$ cat config.mk
export PLATFORM = sky130hd
export DESIGN_NAME = utf8_to_utf16_decoder
export DESIGN_NICKNAME = d
export VERILOG_FILES = /design/src/rtl/u2u_pkg.sv /design/src/rtl/u2u_front.sv /design/src/rtl/u2u_queue.sv /design/src/rtl/u2u_back.sv /design/src/rtl/utf8_to_utf16_decoder.sv
export SDC_FILE = /design/constraint.sdc
export NUM_CORES = 1
export LEC_CHECK = 0
export BUFFER_PORTS_ARGS = -buffer_cell sky130_fd_sc_hd__buf_2
export CORE_ASPECT_RATIO = 1.1
export CORE_MARGIN = 2
export CORE_UTILIZATION = 65
export CTS_BUF_LIST = sky130_fd_sc_hd__clkbuf_8
export CTS_CLUSTER_SIZE = 30
export DETAILED_ROUTE_END_ITERATION = 10
export GPL_TIMING_DRIVEN = 0
export HOLD_SLACK_MARGIN = 0.02
export PLACE_DENSITY = 0.83
export SETUP_SLACK_MARGIN = 0.15
export SLEW_MARGIN = 40
export SYNTH_ARGS = -nofsm -noshare
export SYNTH_HDL_FRONTEND = slang
export SYNTH_HIERARCHICAL = 1
export SYNTH_SLANG_ARGS = --single-unit
$ cat constraint.sdc
create_clock -name clk -period 18.3 [get_ports clk]
set_input_delay 0.915 -clock clk [delete_from_list [all_inputs] [get_ports clk]]
set_output_delay 0.915 -clock clk [all_outputs]
set_load 0.01 [all_outputs]
$ cat src/rtl/u2u_pkg.sv
// Shared types and constants for the UTF-8 to UTF-16 decoder.
package u2u_pkg;

	localparam int unsigned QDEPTH = 4;
	localparam int unsigned QPTR_W = $clog2(QDEPTH);

	typedef enum logic [2:0] {
		ST_OK        = 3'd0,
		ST_BAD_LEAD  = 3'd1,
		ST_BAD_TRAIL = 3'd2,
		ST_RANGE     = 3'd3,
		ST_TRUNC     = 3'd4,
		ST_FULL      = 3'd5
	} status_t;

	typedef enum logic {
		REG_CAPACITY = 1'b0,
		REG_SKIP_BOM = 1'b1
	} cfg_reg_t;

	typedef struct packed {
		logic [1:0]  nunits;
		logic [15:0] unit0;
		logic [15:0] unit1;
		logic        has_status;
		status_t     status;
		logic [15:0] bytes_consumed;
		logic [15:0] units_produced;
	} q_entry_t;

endpackage

$ cat src/rtl/u2u_front.sv
// Front end: configuration registers, UTF-8 sequence gathering and frame accounting.
module u2u_front #(
	parameter logic [31:0] MAX_FRAME_BYTES = 32'd65535
) (
	input  logic              clk,
	input  logic              arst_n,
	input  logic              cfg_we,
	input  logic              cfg_index,
	input  logic [15:0]       cfg_data,
	input  logic              accept,
	input  logic [7:0]        in_byte,
	input  logic              last_byte,
	output logic              push,
	output u2u_pkg::q_entry_t entry
);
	import u2u_pkg::*;

	localparam logic [15:0] CNT_LIM = (MAX_FRAME_BYTES < 32'd65535) ?
		MAX_FRAME_BYTES[15:0] : 16'hFFFF;

	function automatic logic [15:0] sat_add(input logic [15:0] a, input logic [2:0] b);
		logic [16:0] s;
		s = {1'b0, a} + {14'b0, b};
		return (s > {1'b0, CNT_LIM}) ? CNT_LIM : s[15:0];
	endfunction

	logic [15:0] cap_q;
	logic        skip_bom_q;
	logic [2:0]  pend_total_q, pend_total_d;
	logic [2:0]  pend_seen_q, pend_seen_d;
	logic [20:0] part_q, part_d;
	logic [15:0] committed_q, committed_d;
	logic [15:0] ucount_q, ucount_d;
	logic        halted_q, halted_d;
	logic        start_q, start_d;

	always_ff @(posedge clk or negedge arst_n) begin
		if (!arst_n) begin
			cap_q      <= '0;
			skip_bom_q <= 1'b0;
		end else if (cfg_we) begin
			case (cfg_index)
				REG_CAPACITY: cap_q      <= cfg_data;
				REG_SKIP_BOM: skip_bom_q <= cfg_data[0];
				default: ;
			endcase
		end
	end

	always_comb begin
		logic        st_v;
		status_t     st;
		logic        done;
		logic [20:0] cp;
		logic [2:0]  len;
		logic [20:0] np;
		logic [2:0]  seen_inc;

		pend_total_d = pend_total_q;
		pend_seen_d  = pend_seen_q;
		part_d       = part_q;
		committed_d  = committed_q;
		ucount_d     = ucount_q;
		halted_d     = halted_q;
		start_d      = start_q;
		push         = 1'b0;
		entry        = '0;
		st_v         = 1'b0;
		st           = ST_OK;
		done         = 1'b0;
		cp           = '0;
		len          = '0;
		np           = {part_q[14:0], in_byte[5:0]};
		seen_inc     = pend_seen_q + 3'd1;

		if (accept) begin
			if (halted_q) begin
				if (last_byte) begin
					pend_total_d = '0;
					pend_seen_d  = '0;
					part_d       = '0;
					committed_d  = '0;
					ucount_d     = '0;
					halted_d     = 1'b0;
					start_d      = 1'b1;
				end
			end else begin
				if (pend_total_q == 3'd0) begin
					if (cap_q != 16'd0 && ucount_q >= cap_q) begin
						st_v = 1'b1;
						st   = ST_FULL;
					end else if (!in_byte[7]) begin
						cp   = {13'd0, in_byte};
						len  = 3'd1;
						done = 1'b1;
					end else if (in_byte[7:5] == 3'b110) begin
						pend_total_d = 3'd2;
						pend_seen_d  = 3'd1;
						part_d       = {16'd0, in_byte[4:0]};
					end else if (in_byte[7:4] == 4'b1110) begin
						pend_total_d = 3'd3;
						pend_seen_d  = 3'd1;
						part_d       = {17'd0, in_byte[3:0]};
					end else if (in_byte[7:3] == 5'b11110) begin
						pend_total_d = 3'd4;
						pend_seen_d  = 3'd1;
						part_d       = {18'd0, in_byte[2:0]};
					end else begin
						st_v = 1'b1;
						st   = ST_BAD_LEAD;
					end
				end else if (in_byte[7:6] != 2'b10) begin
					st_v = 1'b1;
					st   = ST_BAD_TRAIL;
				end else if (seen_inc >= pend_total_q) begin
					cp           = np;
					len          = pend_total_q;
					done         = 1'b1;
					pend_total_d = '0;
					pend_seen_d  = '0;
					part_d       = '0;
				end else begin
					part_d      = np;
					pend_seen_d = seen_inc;
				end

				if (done) begin
					if (start_q && skip_bom_q && len == 3'd3 && cp == 21'h00FEFF &&
						!last_byte) begin
						start_d = 1'b0;
					end else if (cp < 21'h010000) begin
						if (cp >= 21'h00D800 && cp <= 21'h00DFFF) begin
							st_v = 1'b1;
							st   = ST_RANGE;
						end else begin
							if (cap_q != 16'd0) begin
								entry.nunits = 2'd1;
								entry.unit0  = cp[15:0];
							end
							ucount_d    = sat_add(ucount_q, 3'd1);
							committed_d = sat_add(committed_q, len);
							start_d     = 1'b0;
						end
					end else if (cp <= 21'h10FFFF) begin
						if (cap_q != 16'd0 && ({1'b0, ucount_q} + 17'd2) > {1'b0, cap_q}) begin
							st_v = 1'b1;
							st   = ST_FULL;
						end else begin
							if (cap_q != 16'd0) begin
								entry.nunits = 2'd2;
								entry.unit0  = {5'd0, cp[20:10]} + 16'hD7C0;
								entry.unit1  = {6'b110111, cp[9:0]};
							end
							ucount_d    = sat_add(ucount_q, 3'd2);
							committed_d = sat_add(committed_q, len);
							start_d     = 1'b0;
						end
					end else begin
						st_v = 1'b1;
						st   = ST_RANGE;
					end
				end

				if (!st_v && last_byte) begin
					st_v = 1'b1;
					st   = (pend_total_d != 3'd0) ? ST_TRUNC : ST_OK;
				end

				if (st_v) begin
					entry.has_status     = 1'b1;
					entry.status         = st;
					entry.bytes_consumed = committed_d;
					entry.units_produced = ucount_d;
					pend_total_d = '0;
					pend_seen_d  = '0;
					part_d       = '0;
					if (last_byte) begin
						committed_d = '0;
						ucount_d    = '0;
						halted_d    = 1'b0;
						start_d     = 1'b1;
					end else begin
						halted_d = 1'b1;
					end
				end

				push = st_v || (entry.nunits != 2'd0);
			end
		end
	end

	always_ff @(posedge clk or negedge arst_n) begin
		if (!arst_n) begin
			pend_total_q <= '0;
			pend_seen_q  <= '0;
			part_q       <= '0;
			committed_q  <= '0;
			ucount_q     <= '0;
			halted_q     <= 1'b0;
			start_q      <= 1'b1;
		end else begin
			pend_total_q <= pend_total_d;
			pend_seen_q  <= pend_seen_d;
			part_q       <= part_d;
			committed_q  <= committed_d;
			ucount_q     <= ucount_d;
			halted_q     <= halted_d;
			start_q      <= start_d;
		end
	end

endmodule

$ cat src/rtl/u2u_queue.sv
// Small FIFO of decoded result groups between front and back.
module u2u_queue (
	input  logic              clk,
	input  logic              arst_n,
	input  logic              push,
	input  u2u_pkg::q_entry_t wr_entry,
	input  logic              pop,
	output u2u_pkg::q_entry_t rd_entry,
	output logic              not_empty,
	output logic              full
);
	import u2u_pkg::*;

	q_entry_t          mem [QDEPTH];
	logic [QPTR_W-1:0] wr_ptr_q;
	logic [QPTR_W-1:0] rd_ptr_q;
	logic [QPTR_W:0]   count_q;

	assign not_empty = (count_q != '0);
	assign full      = (count_q == QDEPTH[QPTR_W:0]);
	assign rd_entry  = mem[rd_ptr_q];

	always_ff @(posedge clk) begin
		if (push) begin
			mem[wr_ptr_q] <= wr_entry;
		end
	end

	always_ff @(posedge clk or negedge arst_n) begin
		if (!arst_n) begin
			wr_ptr_q <= '0;
			rd_ptr_q <= '0;
			count_q  <= '0;
		end else begin
			if (push) begin
				wr_ptr_q <= wr_ptr_q + QPTR_W'(1);
			end
			if (pop) begin
				rd_ptr_q <= rd_ptr_q + QPTR_W'(1);
			end
			case ({push, pop})
				2'b10:   count_q <= count_q + (QPTR_W+1)'(1);
				2'b01:   count_q <= count_q - (QPTR_W+1)'(1);
				default: ;
			endcase
		end
	end

endmodule

$ cat src/rtl/u2u_back.sv
// Back end: expands one result group into output beats behind an output register.
module u2u_back (
	input  logic              clk,
	input  logic              arst_n,
	input  u2u_pkg::q_entry_t head,
	input  logic              head_valid,
	output logic              pop,
	output logic              out_valid,
	input  logic              out_stall,
	output logic [15:0]       code_unit,
	output logic              is_unit,
	output logic              run_end,
	output logic [2:0]        status,
	output logic [15:0]       bytes_consumed,
	output logic [15:0]       units_produced
);
	import u2u_pkg::*;

	logic [1:0]  idx_q;
	logic        valid_q;
	logic [15:0] unit_q;
	logic        is_unit_q;
	logic        run_end_q;
	status_t     status_q;
	logic [15:0] bc_q;
	logic [15:0] up_q;
	logic        load;
	logic [1:0]  total;
	logic        item_last;
	logic        item_unit;

	assign total     = head.nunits + {1'b0, head.has_status};
	assign item_last = ((idx_q + 2'd1) == total);
	assign item_unit = (idx_q < head.nunits);
	assign load      = head_valid && (!valid_q || !out_stall);
	assign pop       = load && item_last;

	always_ff @(posedge clk or negedge arst_n) begin
		if (!arst_n) begin
			valid_q <= 1'b0;
			idx_q   <= '0;
		end else if (load) begin
			valid_q <= 1'b1;
			idx_q   <= item_last ? 2'd0 : idx_q + 2'd1;
		end else if (!out_stall) begin
			valid_q <= 1'b0;
		end
	end

	always_ff @(posedge clk) begin
		if (load) begin
			run_end_q <= item_last;
			is_unit_q <= item_unit;
			if (item_unit) begin
				unit_q   <= (idx_q == 2'd0) ? head.unit0 : head.unit1;
				status_q <= ST_OK;
				bc_q     <= '0;
				up_q     <= '0;
			end else begin
				unit_q   <= '0;
				status_q <= head.status;
				bc_q     <= head.bytes_consumed;
				up_q     <= head.units_produced;
			end
		end
	end

	assign out_valid      = valid_q;
	assign code_unit      = unit_q;
	assign is_unit        = is_unit_q;
	assign run_end        = run_end_q;
	assign status         = status_q;
	assign bytes_consumed = bc_q;
	assign units_produced = up_q;

endmodule

$ cat src/rtl/utf8_to_utf16_decoder.sv
// Top level of the UTF-8 to UTF-16 decoder.
// One UTF-8 byte is taken per cycle while in_stall is low. Each byte yields zero to three result
// beats (up to two UTF-16 code units and, at frame end or on a stop, one status beat); results
// leave through the queue and then the output register, one beat per cycle while out_stall is low.
// The front end decodes a byte in the cycle it is taken and writes its result group into a
// four-entry queue; the back end drains it one beat per cycle through an output register. Input
// is stalled only while the queue is full, so bytes that make at most one result stream at one
// per cycle, and a run of surrogate pairs is paced by the output at one beat per cycle.
module utf8_to_utf16_decoder #(
	parameter logic [31:0] MAX_FRAME_BYTES = 32'd65535
) (
	input  logic        clk,
	input  logic        arst_n,
	input  logic        cfg_we,
	input  logic        cfg_index,
	input  logic [15:0] cfg_data,
	input  logic        in_valid,
	output logic        in_stall,
	input  logic [7:0]  in_byte,
	input  logic        last_byte,
	output logic        out_valid,
	input  logic        out_stall,
	output logic [15:0] code_unit,
	output logic        is_unit,
	output logic        run_end,
	output logic [2:0]  status,
	output logic [15:0] bytes_consumed,
	output logic [15:0] units_produced
);
	import u2u_pkg::*;

	logic     accept;
	logic     push;
	logic     pop;
	logic     q_full;
	logic     q_not_empty;
	q_entry_t wr_entry;
	q_entry_t rd_entry;

	assign in_stall = q_full;
	assign accept   = in_valid && !q_full;

	u2u_front #(
		.MAX_FRAME_BYTES(MAX_FRAME_BYTES)
	) u_front (
		.clk       (clk),
		.arst_n    (arst_n),
		.cfg_we    (cfg_we),
		.cfg_index (cfg_index),
		.cfg_data  (cfg_data),
		.accept    (accept),
		.in_byte   (in_byte),
		.last_byte (last_byte),
		.push      (push),
		.entry     (wr_entry)
	);

	u2u_queue u_queue (
		.clk       (clk),
		.arst_n    (arst_n),
		.push      (push),
		.wr_entry  (wr_entry),
		.pop       (pop),
		.rd_entry  (rd_entry),
		.not_empty (q_not_empty),
		.full      (q_full)
	);

	u2u_back u_back (
		.clk            (clk),
		.arst_n         (arst_n),
		.head           (rd_entry),
		.head_valid     (q_not_empty),
		.pop            (pop),
		.out_valid      (out_valid),
		.out_stall      (out_stall),
		.code_unit      (code_unit),
		.is_unit        (is_unit),
		.run_end        (run_end),
		.status         (status),
		.bytes_consumed (bytes_consumed),
		.units_produced (units_produced)
	);

endmodule
# --- Word-level counts from Yosys, hierarchy flattened ---
# Memory sizes are Yosys's and may differ from the RTL's.
# Cells that the tools add are included.
totals:
  reg_bits: 135
  ram_bits: 280
  inputBits: 31
  output_inout_bits: 55
  memories: 1
mem_list:
  columns: ["memory", "depth", "width", "read_ports", "rd_clocked_by_memory_dff", "wr", "line_no", "text"]
  rows:
  - ["u_queue.mem", 4, 70, 1, 0, 1, "u2u_queue.sv:14", "q_entry_t mem [QDEPTH];"]
op_classes:
  add_sub_neg: 11
  magnitude_cmp: 11
  eq_ne: 16
  muxes: 146
  bitwise: 1
  reduce_logical: 29
op_table:
  columns: ["operator", "n"]
  rows:
  - ["16-bit 2-to-1 mux", 24]
  - ["34-bit 2-to-1 mux", 7]
  - ["15-bit 2-to-1 mux", 11]
  - ["70-bit 2-to-1 mux", 2]
  - ["21-bit 2-to-1 mux", 6]
  - ["3-bit 2-to-1 mux", 42]
  - ["17-bit by 16-bit > comparator with 1-bit output, second input constant", 3]
  - ["1-bit 2-to-1 mux", 46]
  - ["18-bit 2-to-1 mux", 2]
  - ["36-bit 2-to-1 mux", 1]
  - ["21-bit by 16-bit == test with 1-bit output, second input constant", 1]
  - ["21-bit by 16-bit >= comparator with 1-bit output, second input constant", 1]
  - ["21-bit by 16-bit <= comparator with 1-bit output, second input constant", 1]
  - ["21-bit <= comparator, second input constant", 1]
  - ["21-bit by 17-bit < comparator with 1-bit output, second input constant", 1]
  - ["16-bit by 1-bit adder with 17-bit output, second input constant", 1]
  - ["16-bit by 2-bit adder with 17-bit output, second input constant", 1]
  - ["16-bit by 3-bit adder with 17-bit output", 1]
  - ["17-bit by 16-bit > comparator with 1-bit output", 1]
  - ["17-bit 2-to-1 mux", 1]
  - ["12-bit by 15-bit adder with 16-bit output, second input constant", 1]
  - ["16-bit >= comparator", 1]
  - ["16-bit nonzero test", 1]
  - ["1-bit logical AND", 11]
  - ["other kinds (30)", 46]

# --- Longest topological paths before layout ---
# Gate-level depths: netlist (run 1).
logic_depth:
  ltp_word: 25
  depth_mapped: 25
  mapped_depth_nobuf: 23

# --- By module ---
# Netlist (run 1), hierarchy kept.
modules_own_cells:
  columns: ["module", "n_inst", "cells_each", "area_each_um2"]
  rows:
  - ["u2u_queue", 1, 399, 10570.1]
  - ["u2u_front", 1, 840, 6693.9]
  - ["u2u_back", 1, 149, 2408.6]
  - ["utf8_to_utf16_decoder", 1, 1, 13.8]

# --- Least setup slack after synthesis (run 1) ---
# Ideal clock, no wire load.
synth_timing:
  path_kind: "reg-to-reg"
  startpoint: "register u_front.pend_seen_q[0]"
  endpoint: "memory u_queue/mem[0][0] in the netlist's numbering, enable pin"
  setup_ps: 436
  t_arrival_ps: 6001
  t_required_ps: 17864
  path_slack_ps: 11863
  path_stages_with_launch: 21
  n_path_buf: 3
  path_cell_list: "dfrtp_1 ha_1 xor2_1 ha_1 a21oi_1 o21a_1 nor2_2 clkbuf_1 nand2_1 ha_1 or3b_1 nor4_1 and2_1 o31ai_2 or3_1 buf_2 nor4_2 clkbuf_1 nor2_1 nand2_1 and2_1"
synth_via:
  elab_chain_cells: 25
  elab_cells_between_ends: 52
  cone_classes: "1 x add/sub; 5 x order compare; 2 x eq/ne; 36 x mux; 8 x reduce/logical"
synth_rtl:
  columns: ["element", "line_no", "text"]
  rows:
  - ["from (decl)", "u2u_front.sv:30", "logic [2:0] pend_seen_q, pend_seen_d;"]
  - ["from (signal assigned)", "u2u_front.sv:203", "pend_seen_q <= pend_seen_d;"]
  - ["3-bit by 1-bit adder with 3-bit output (*)", "u2u_front.sv:74", "seen_inc = pend_seen_q + 3'd1;"]
  - ["3-bit >= comparator (*)", "u2u_front.sv:115", "end else if (seen_inc >= pend_total_q) begin"]
  - ["21-bit 2-to-1 mux or 3-bit 2-to-1 mux (tied branches)", "u2u_front.sv:115", null]
  - ["21-bit 2-to-1 mux or 3-bit 2-to-1 mux (tied branches)", "u2u_front.sv:112", "end else if (in_byte[7:6] != 2'b10) begin"]
  - ["21-bit 2-to-1 mux or 3-bit 2-to-1 mux (tied branches)", "u2u_front.sv:88", "if (pend_total_q == 3'd0) begin"]
  - ["21-bit 2-to-1 mux or 3-bit 2-to-1 mux (tied branches)", "u2u_front.sv:77", "if (halted_q) begin"]
  - ["21-bit 2-to-1 mux or 3-bit 2-to-1 mux (tied branches)", "u2u_front.sv:76", "if (accept) begin"]
  - ["21-bit by 16-bit >= comparator with 1-bit output, or another cell as far along", "u2u_front.sv:132", "if (cp >= 21'h00D800 && cp <= 21'h00DFFF) begin"]
  - ["[10 not listed]", null, null]
  - ["1-bit 2-to-1 mux", "u2u_front.sv:77", null]
  - ["1-bit 2-to-1 mux", "u2u_front.sv:76", null]
  - ["1-bit logical OR (*)", "u2u_front.sv:187", "push = st_v || (entry.nunits != 2'd0);"]
  - ["1-bit 2-to-1 mux (*)", "u2u_front.sv:77", null]
  - ["1-bit 2-to-1 mux (*)", "u2u_front.sv:76", null]
  - ["via push", "utf8_to_utf16_decoder.sv:33", "logic push;"]
  - ["1-bit 2-to-1 mux (*)", "u2u_queue.sv:24", "if (push) begin"]
  - ["1-bit 2-to-1 mux (not written as such) (*)", "u2u_queue.sv:25", "mem[wr_ptr_q] <= wr_entry;"]
  - ["to (decl)", "u2u_queue.sv:14", null]
# Mark *: on every way through the listed nets, which the timed path passes. The rest lies on a longest branch. The select of a mux whose other input is x is not followed.

# --- Final worst setup path (run 1) ---
layout_timing:
  startpoint: "register u_front.pend_seen_q[0]"
  endpoint: "register u_queue.count_q[1]"
layout_via:
  elab_chain_cells: 25
  elab_cells_between_ends: 54
  cone_classes: "1 x add/sub; 5 x order compare; 4 x eq/ne; 35 x mux; 9 x reduce/logical"
layout_rtl:
  columns: ["element", "line_no", "text"]
  rows:
  - ["3-bit by 1-bit adder with 3-bit output (*)", "u2u_front.sv:74", null]
  - ["3-bit >= comparator (*)", "u2u_front.sv:115", null]
  - ["21-bit 2-to-1 mux or 3-bit 2-to-1 mux (tied branches)", "u2u_front.sv:115", null]
  - ["21-bit 2-to-1 mux or 3-bit 2-to-1 mux (tied branches)", "u2u_front.sv:112", null]
  - ["21-bit 2-to-1 mux or 3-bit 2-to-1 mux (tied branches)", "u2u_front.sv:88", null]
  - ["21-bit 2-to-1 mux or 3-bit 2-to-1 mux (tied branches)", "u2u_front.sv:77", null]
  - ["21-bit 2-to-1 mux or 3-bit 2-to-1 mux (tied branches)", "u2u_front.sv:76", null]
  - ["21-bit by 16-bit >= comparator with 1-bit output, or another cell as far along", "u2u_front.sv:132", null]
  - ["[10 not listed]", null, null]
  - ["1-bit 2-to-1 mux", "u2u_front.sv:77", null]
  - ["1-bit 2-to-1 mux", "u2u_front.sv:76", null]
  - ["1-bit logical OR (*)", "u2u_front.sv:187", null]
  - ["1-bit 2-to-1 mux (*)", "u2u_front.sv:77", null]
  - ["1-bit 2-to-1 mux (*)", "u2u_front.sv:76", null]
  - ["via push", "utf8_to_utf16_decoder.sv:33", null]
  - ["2-bit by 1-bit == test with 1-bit output or 2-bit == test (tied branches)", "u2u_queue.sv:41", "case ({push, pop})"]
  - ["3-bit case mux with 2 select lines or 2-bit nonzero test (tied branches)", null, null]
  - ["to (signal assigned)", "u2u_queue.sv:42", "2'b10: count_q <= count_q + (QPTR_W+1)'(1);"]
  - ["to (signal assigned)", "u2u_queue.sv:43", "2'b01: count_q <= count_q - (QPTR_W+1)'(1);"]
  - ["to (decl)", "u2u_queue.sv:17", "logic [QPTR_W:0] count_q;"]
# Marked as above.
# A chain may end at the register's enable or synchronous reset.

==> impl_metrics.csv, run 1 <==
group,metric,value,unit
worst_setup_path,path_class,"reg -> reg",
job,cap_viol_max_count,0,
clocking,ctsHoldBuffers,0,
sta,fmax,0.151,GHz
power_and_ir_drop,p_per_area,158,nW/um^2
routing,antenna_left,0,
layout,multi_input_area,6980,sq um
clocking,clock_sinks,415,
routing,drt_iter0_markers,1322,
sta,post-route-period-util,36.1,%
floorplan,die_w,170,um
clocking,cts_resized,0,
clocking,cts_tree,"yes",
floorplan,rows,66,
synthesis,ys_seq_elements,415,
routing,first_pass_iters,6,
global_routing,grt_pass1_vias,13100,
layout,drive_gt1_share,23.6,%
floorplan,ios,86,
routing,wl,49800,um
clocking,cts_buffer_depth,3,
clocking,post-cts-setup-buffer-count,0,
global_routing,antenna_found_initial,2,
routing,route.detailed.drc,0,
power_and_ir_drop,combPwrFrac,39.0,%
synthesis,async_flop_share,19.8,%
floorplan,dieArea,31700,sq um
synthesis,syn_avg_cell_area,14.2,sq um
worst_setup_path,crit_fanout,10,
global_routing,grt_util_all_layers,32.4,%
place,dp_slack,11830,ps
power_and_ir_drop,p_clk_share,20.4,%
synthesis,syn_inst,1389,
layout,nFillCells,1847,
routing,wire_per_inst,25.2,um
power_and_ir_drop,switchingPower,1220,uW
worst_hold_path,hold_path.class,"in -> async",
floorplan,die_y,187,um
place,hpwlAfterDp,35000,um
synthesis,seq_area_frac_synth,61.2,%
sta,hold_viol_final,0,
floorplan,core_area,29700,sq um
layout,ff_latch_area,12100,sq um
worst_setup_path,critPathCaptureType,"flip-flop",
sta,layout_setup_ws,11690,ps
global_routing,grt_max_degree,58,
synthesis,synth_cell_types,96,
sta,setup_tns,0,ps
place,dp_cells,1859,
sta,clock_skew,34.5,ps
clocking,cts_made_buffers,66,
power_and_ir_drop,swShare,35.0,%
synthesis,ys.warnings.count,6,
global_routing,gr-total-overflow,0,
routing,via_count,13000,
power_and_ir_drop,internal_power,2260,uW
clocking,clkLatencyLatePin,600,ps
worst_setup_path,critPathRequiredTime,18780,ps
outcome,outcome,"completed",
routing,vias_per_cell,6.58,
power_and_ir_drop,ir_worst_vdd,0.140,mV
layout,area_delta_synth_final,11.8,%
sta,setup_viol,0,
worst_setup_path,crit_arrival,7090,ps
sta,maxSlewViolCount,0,
synthesis,netlist_area,19700,sq um
synthesis,synth_nets,1474,
floorplan,initial_core_util,66.2,%
worst_setup_path,start_kind,"flip-flop",
sta,worstMarginPinSlew,873,ps
sta,holdWs,204,ps
place,gp_congestion,0.970,
synthesis,synth_flop_cell,"edfxtp_1",
clocking,path_clk_slew,60,ps
sta,relSlewSlack,41.4,%
clocking,cts_root_buf,"clkbuf_8",
power_and_ir_drop,seqPwrFrac,40.6,%
layout,postLayoutCoreUtil,74.0,%
synthesis,synth_edf_count,333,
global_routing,grt_first_pass_wirelength,76800,um
sta,post-route-min-period,6610,ps
layout,nets,1638,
layout,fin_cells,1976,
sta,rsz0062_at_grt,"no",
place,portBuffers,84,
clocking,cts_max_level,3,
power_and_ir_drop,leakagePower,0.00825,uW
## power groups by stage
stage                     clock [uW]  sequential (uW)  combinational [uW]
final                            710             1410                1360
after CTS                        723             1410                1350
after floorplan                    0             1450                 884
after global routing             763             1430                1450
after detailed placement           0             1430                1340
after global placement             0             1440                1270
## synthesized netlist by cell type (all sizes together) (4+ instances only)
cell / n / share of area (%)
a211oi: 19 / 0.78
a21o: 11 / 0.46
a21oi: 66 / 1.7
a22o: 24 / 1.1
a311oi: 8 / 0.36
a31oi: 11 / 0.43
a32o: 4 / 0.20
a32oi: 5 / 0.22
and2: 57 / 2.2
and3: 15 / 0.48
and4: 5 / 0.22
buf: 60 / 2.3
clkbuf: 20 / 0.38
dfrtp: 81 / 10
edfxtp: 333 / 51
ha: 52 / 3.3
inv: 36 / 0.69
mux2i: 19 / 0.97
mux4: 70 / 8.0
nand2: 97 / 1.9
nand2b: 4 / 0.17
nand3: 34 / 0.92
nand3b: 4 / 0.15
nand4: 15 / 0.58
nor2: 91 / 1.8
nor2b: 10 / 0.36
nor3: 36 / 0.99
nor3b: 4 / 0.15
nor4: 18 / 0.82
o211ai: 6 / 0.30
o21a: 4 / 0.15
o21ai: 54 / 1.4
o22ai: 10 / 0.39
o2bb2ai: 7 / 0.31
o31ai: 9 / 0.39
or3: 14 / 0.50
xnor2: 22 / 0.98
xor2: 11 / 0.49
## per-stage QoR
step / cell area (sq um) / power (uW)
4_1_cts: 22000 / 3490
3_5_place_dp: 20800 / 2770
2_1_floorplan: 19700 / 2330
6_report: 22000 / 3480
3_3_place_gp: 20600 / 2710
5_1_grt: 22000 / 3650
## per-layer routing
layer	vias up	global-route usage, %	wire length (um)
met2	708	52.4	24300
met4	0	11.2	1490
met3	100	6.43	4420
li1	5720	-	-
met1	6475	44.5	19600
met5	-	0	0
## state kept, by name, summed over array words and instances, names as in the netlist, 2 cells and up
name and flops:
u_back/code_unit 16, u_front/committed_q 16, u_back/bytes_consumed 16, u_front/cap_q 16
u_front/part_q 15, u_back/idx_q 2, u_front/pend_total_q 3, u_queue/rd_ptr_q 2
u_front/pend_seen_q 3, u_back/status 3, u_back/units_produced 16, u_queue/mem 280
u_queue/count_q 3, u_front/ucount_q 16, u_queue/wr_ptr_q 2
## logic make-up (layout without fill, tap and decap cells)
| family | after synthesis | after routing | share of synthesized area [%] |
|---|---|---|---|
| other | 1 | 3 | 0.0190 |
| AO/OA/AOI/OAI | 263 | 263 | 9.45 |
| adder cells (fa/ha/maj) | 54 | 54 | 3.51 |
| AND/OR/NAND/NOR | 414 | 414 | 11.6 |
| XOR/XNOR | 34 | 34 | 1.59 |
| flip-flops | 415 | 415 | 61.2 |
| multiplexers | 92 | 92 | 9.18 |
| buffers and inverters | 116 | 327 | 3.41 |
## path summary, 6_finish.rpt
path | start | endpoint | slack, ps | cells past startpoint
max | u_front/pend_seen_q[0] | u_queue/count_q[1] | 11690 | 23
min in group clk | u_front/start_q | u_front/start_q | 490 | 2
max reg2reg | u_front/pend_seen_q[0] | u_queue/count_q[1] | 11690 | 23
min reg2reg | u_front/start_q | u_front/start_q | 490 | 2
max in group asynchronous | arst_n | u_front/start_q | 17480 | 2
min | arst_n | u_front/ucount_q[7] | 200 | 1
## worst max-delay path, cell delays in order, from the launching register on
cell and delay, ps:
dfrtp_1 410, ha_1 250, xor2_1 170, ha_1 300, a21oi_1 330, o21a_1 330, nor2_2 130, clkbuf_1 240
nand2_1 180, ha_1 230, or3b_1 410, or2_4 280, nor4b_2 280, a31o_1 290, o21ai_1 160, o22ai_4 170
nand2_4 140, o21ai_2 390, buf_2 460, nand2_1 300, inv_1 120, ha_1 220, fa_1 430, mux2_2 270
## cells in the final DEF (no fill, tap or decap), drive strengths merged, types with 24 or more instances in the layout
cell    synthesis  routed
dfrtp          81      81
a22o           24      24
mux4           70      70
clkbuf         20      88
ha             52      52
nor3           36      36
edfxtp        333     333
nand2          97      97
o21ai          54      54
and2           57      57
nor2           91      91
buf            60     156
inv            36      69
nand3          34      34
a21oi          66      66
## cell type report
type / instances / share of cell area (%)
Antenna cell: 2 / 0.0227
Buffer: 80 / 2.44
Clock buffer: 68 / 4.25
Clock inverter: 47 / 1.06
Inverter: 36 / 0.614
Multi-Input combinational cell: 858 / 31.7
Sequential cell: 415 / 54.8
Tap cell: 374 / 2.13
Timing Repair Buffer: 96 / 3.00
Power figures use the tool's default switching activity.
==> run 2: changes to the inputs <==
Settings changed: ABC_AREA set to 1.
Clock period 18.3 ns to 6.9 ns, I/O delays scaled along.
==> impl_metrics.csv, run 2 <==
group,metric,value,unit
outcome,outcome,"completed",
global_routing,grt_max_degree,57,
routing,wire_per_inst,18.0,um
floorplan,die_y,193,um
floorplan,dieArea,34000,sq um
synthesis,synth_edf_count,333,
synthesis,synth_top_area_cell,"edfxtp_1",
sta,hold_viol_final,0,
synthesis,synth_flop_cell,"edfxtp_1",
sta,fmax,0.178,GHz
clocking,cts_made_buffers,61,
worst_setup_path,ff2ff_path_depth,28,
routing,vias_per_cell,5.61,
layout,nFillCells,2250,
global_routing,grt_pass1_vias,16100,
layout,ff_latch_area,12100,sq um
global_routing,busiest_layer,"met2",
layout,area_delta_synth_final,12.4,%
synthesis,synth_top_area_share,47.3,%
layout,largest_reg_flops,280,
synthesis,async_flop_share,19.8,%
layout,postLayoutCoreUtil,73.8,%
power_and_ir_drop,p_per_area,405,nW/um^2
global_routing,grtUsageMet2,53.4,%
layout,mostFrequentLayoutCells,"nand2_1 (664), edfxtp_1 (333), inv_1 (319), nor2_1 (318), buf_2 (139)",
worst_setup_path,critPathRequiredTime,7270,ps
floorplan,die_w,176,um
clocking,cts_buffer_depth,3,
synthesis,seq_area_frac_synth,57.0,%
layout,n_antenna_cell,0,
synthesis,syn_avg_cell_area,9.14,sq um
synthesis,syn_inst,2312,
routing,route.detailed.drc,0,
layout,regMostFlops,"u_queue/mem",
place,placed_area,22300,sq um
synthesis,synth_nets,2397,
clocking,post-cts-setup-buffer-count,0,
floorplan,initial_core_util,65.6,%
synthesis,synth_cell_types,55,
worst_setup_path,crit_fanout,10,
clocking,cts_resized,0,
routing,wl,53400,um
routing,drt_iter0_markers,1875,
routing,antenna_left,0,
worst_setup_path,critPathCaptureType,"flip-flop",
floorplan,rows,69,
sta,relSlewSlack,54.0,%
place,portBuffers,85,
global_routing,grt_util_met3,4.53,%
floorplan,core_area,32200,sq um
place,dp_cells,2829,
layout,multi_input_area,7350,sq um
synthesis,synth.area.top_cells,"edfxtp_1 (47%), nand2_1 (12%), dfrtp_1 (9.6%)",
worst_setup_path,crit_slowest_cell,"a21oi_1",
clocking,ctsHoldBuffers,21,
worst_hold_path,hold_depth,5,
place,hpwlAfterDp,36800,um
layout,drive_gt1_share,13.7,%
layout,nets,2572,
global_routing,grt_util_all_layers,32.0,%
clocking,cts_max_level,2,
worst_hold_path,worstHoldStart,"in_valid",
synthesis,yosys-top-cells-count,"nand2_1 (664), edfxtp_1 (333), nor2_1 (319), inv_1 (305), dfrtp_1 (81)",
worst_setup_path,max_stage_delay,460,ps
sta,setup_viol,0,
floorplan,ios,86,
sta,maxSlewViolCount,0,
clocking,path_clk_slew,70,ps
synthesis,ys.warnings.count,6,
synthesis,ys_seq_elements,415,
global_routing,gr-total-overflow,0,
layout,final_cell_area,23800,sq um
clocking,clkLatencyLatePin,640,ps
worst_setup_path,crit_arrival,6000,ps
clocking,cts_root_buf,"clkbuf_8",
global_routing,grt_first_pass_wirelength,83900,um
sta,post-route-min-period,5630,ps
power_and_ir_drop,ir_worst_vdd,0.272,mV
worst_setup_path,crit_top_cell,"nand2_1",
worst_setup_path,start_kind,"flip-flop",
worst_setup_path,startpoint,"u_front/ucount_q[0]",
clocking,clock_sinks,415,
place,gp_congestion,1.00,
sta,rsz0062_at_grt,"no",
layout,fin_cells,2966,
sta,clock_skew,23.0,ps
clocking,cts_tree,"yes",
synthesis,synthMostInstantiatedCell,"nand2_1",
global_routing,grtUsageMet1,41.9,%
job,cap_viol_max_count,0,
sta,holdWs,64.6,ps
layout,layout.cells.most_common,"nand2_1",
sta,worstMarginPinSlew,684,ps
worst_hold_path,hold_path.class,"in -> reg",
power_and_ir_drop,power,9630,uW
worst_setup_path,r2r_start,"u_front/ucount_q[0]",
routing,first_pass_iters,5,
global_routing,antenna_found_initial,1,
worst_setup_path,path_class,"reg -> reg",
sta,post-route-period-util,81.6,%
synthesis,netlist_area,21100,sq um
routing,via_count,16600,
power_and_ir_drop,leakagePower,0.0109,uW
[run 2: kinds of logic after synthesis]
family | synth area share [%]
XOR/XNOR | 1.53
AND/OR/NAND/NOR | 23.1
flip-flops | 57.0
buffers and inverters | 8.23
other | 0.0177
AO/OA/AOI/OAI | 6.82
adder cells (fa/ha/maj) | 3.27
[run 2: through the flow]
stage          setup TNS [ps]  setup slack (ps)
6_report                    0              1270
5_1_grt                     0               775
4_1_cts                     0              1460
3_5_place_dp                0              1480
3_3_place_gp           -24200              -145
2_1_floorplan               0              1660
[run 2: final timing paths]
path / to / slack (ps)
setup / recovery: u_queue/mem[1][29] / 1270
hold / removal: u_front/start_q / 60
setup reg to reg: u_queue/mem[1][29] / 1270
hold reg to reg: u_queue/count_q[2] / 470
max in group asynchronous: u_front/start_q / 6120
min in group asynchronous: u_front/committed_q[14] / 160
[run 2: worst max-delay path: cells and delay by family (launching register included)]
kind / cells / cell delay [ps]
fa+ha+maj: 3 / 800
simple gates: 16 / 2200
flops: 1 / 410
buf+inv: 6 / 1070
compound gates: 3 / 870
[run 2: cell type report]
class / instances / share of cell area, %
clock inverters: 50 / 1.49
flip-flops and latches: 415 / 50.7
clock buffers: 66 / 3.82
multi-input cells: 1479 / 30.9
inverters: 327 / 5.27
repair buffers: 112 / 3.37
plain buffers: 91 / 2.14
well taps: 426 / 2.24
[run 2: per-layer routing]
layer | routed length, um | vias to the layer above
li1 | - | 7836
met1 | 20700 | 7808
met2 | 25800 | 874
met3 | 4870 | 131
met4 | 2070 | 0
met5 | 0 | -
[run 2: report_power, final]
| part | switching, uW | leakage (uW) | internal, uW | total, uW |
|---|---|---|---|---|
| Clock | 950 | 0.000719 | 1070 | 2020 |
| Sequential | 209 | 0.00427 | 3460 | 3670 |
| Combinational | 2760 | 0.00590 | 1170 | 3940 |
| Total | 3920 | 0.0109 | 5710 | 9630 |
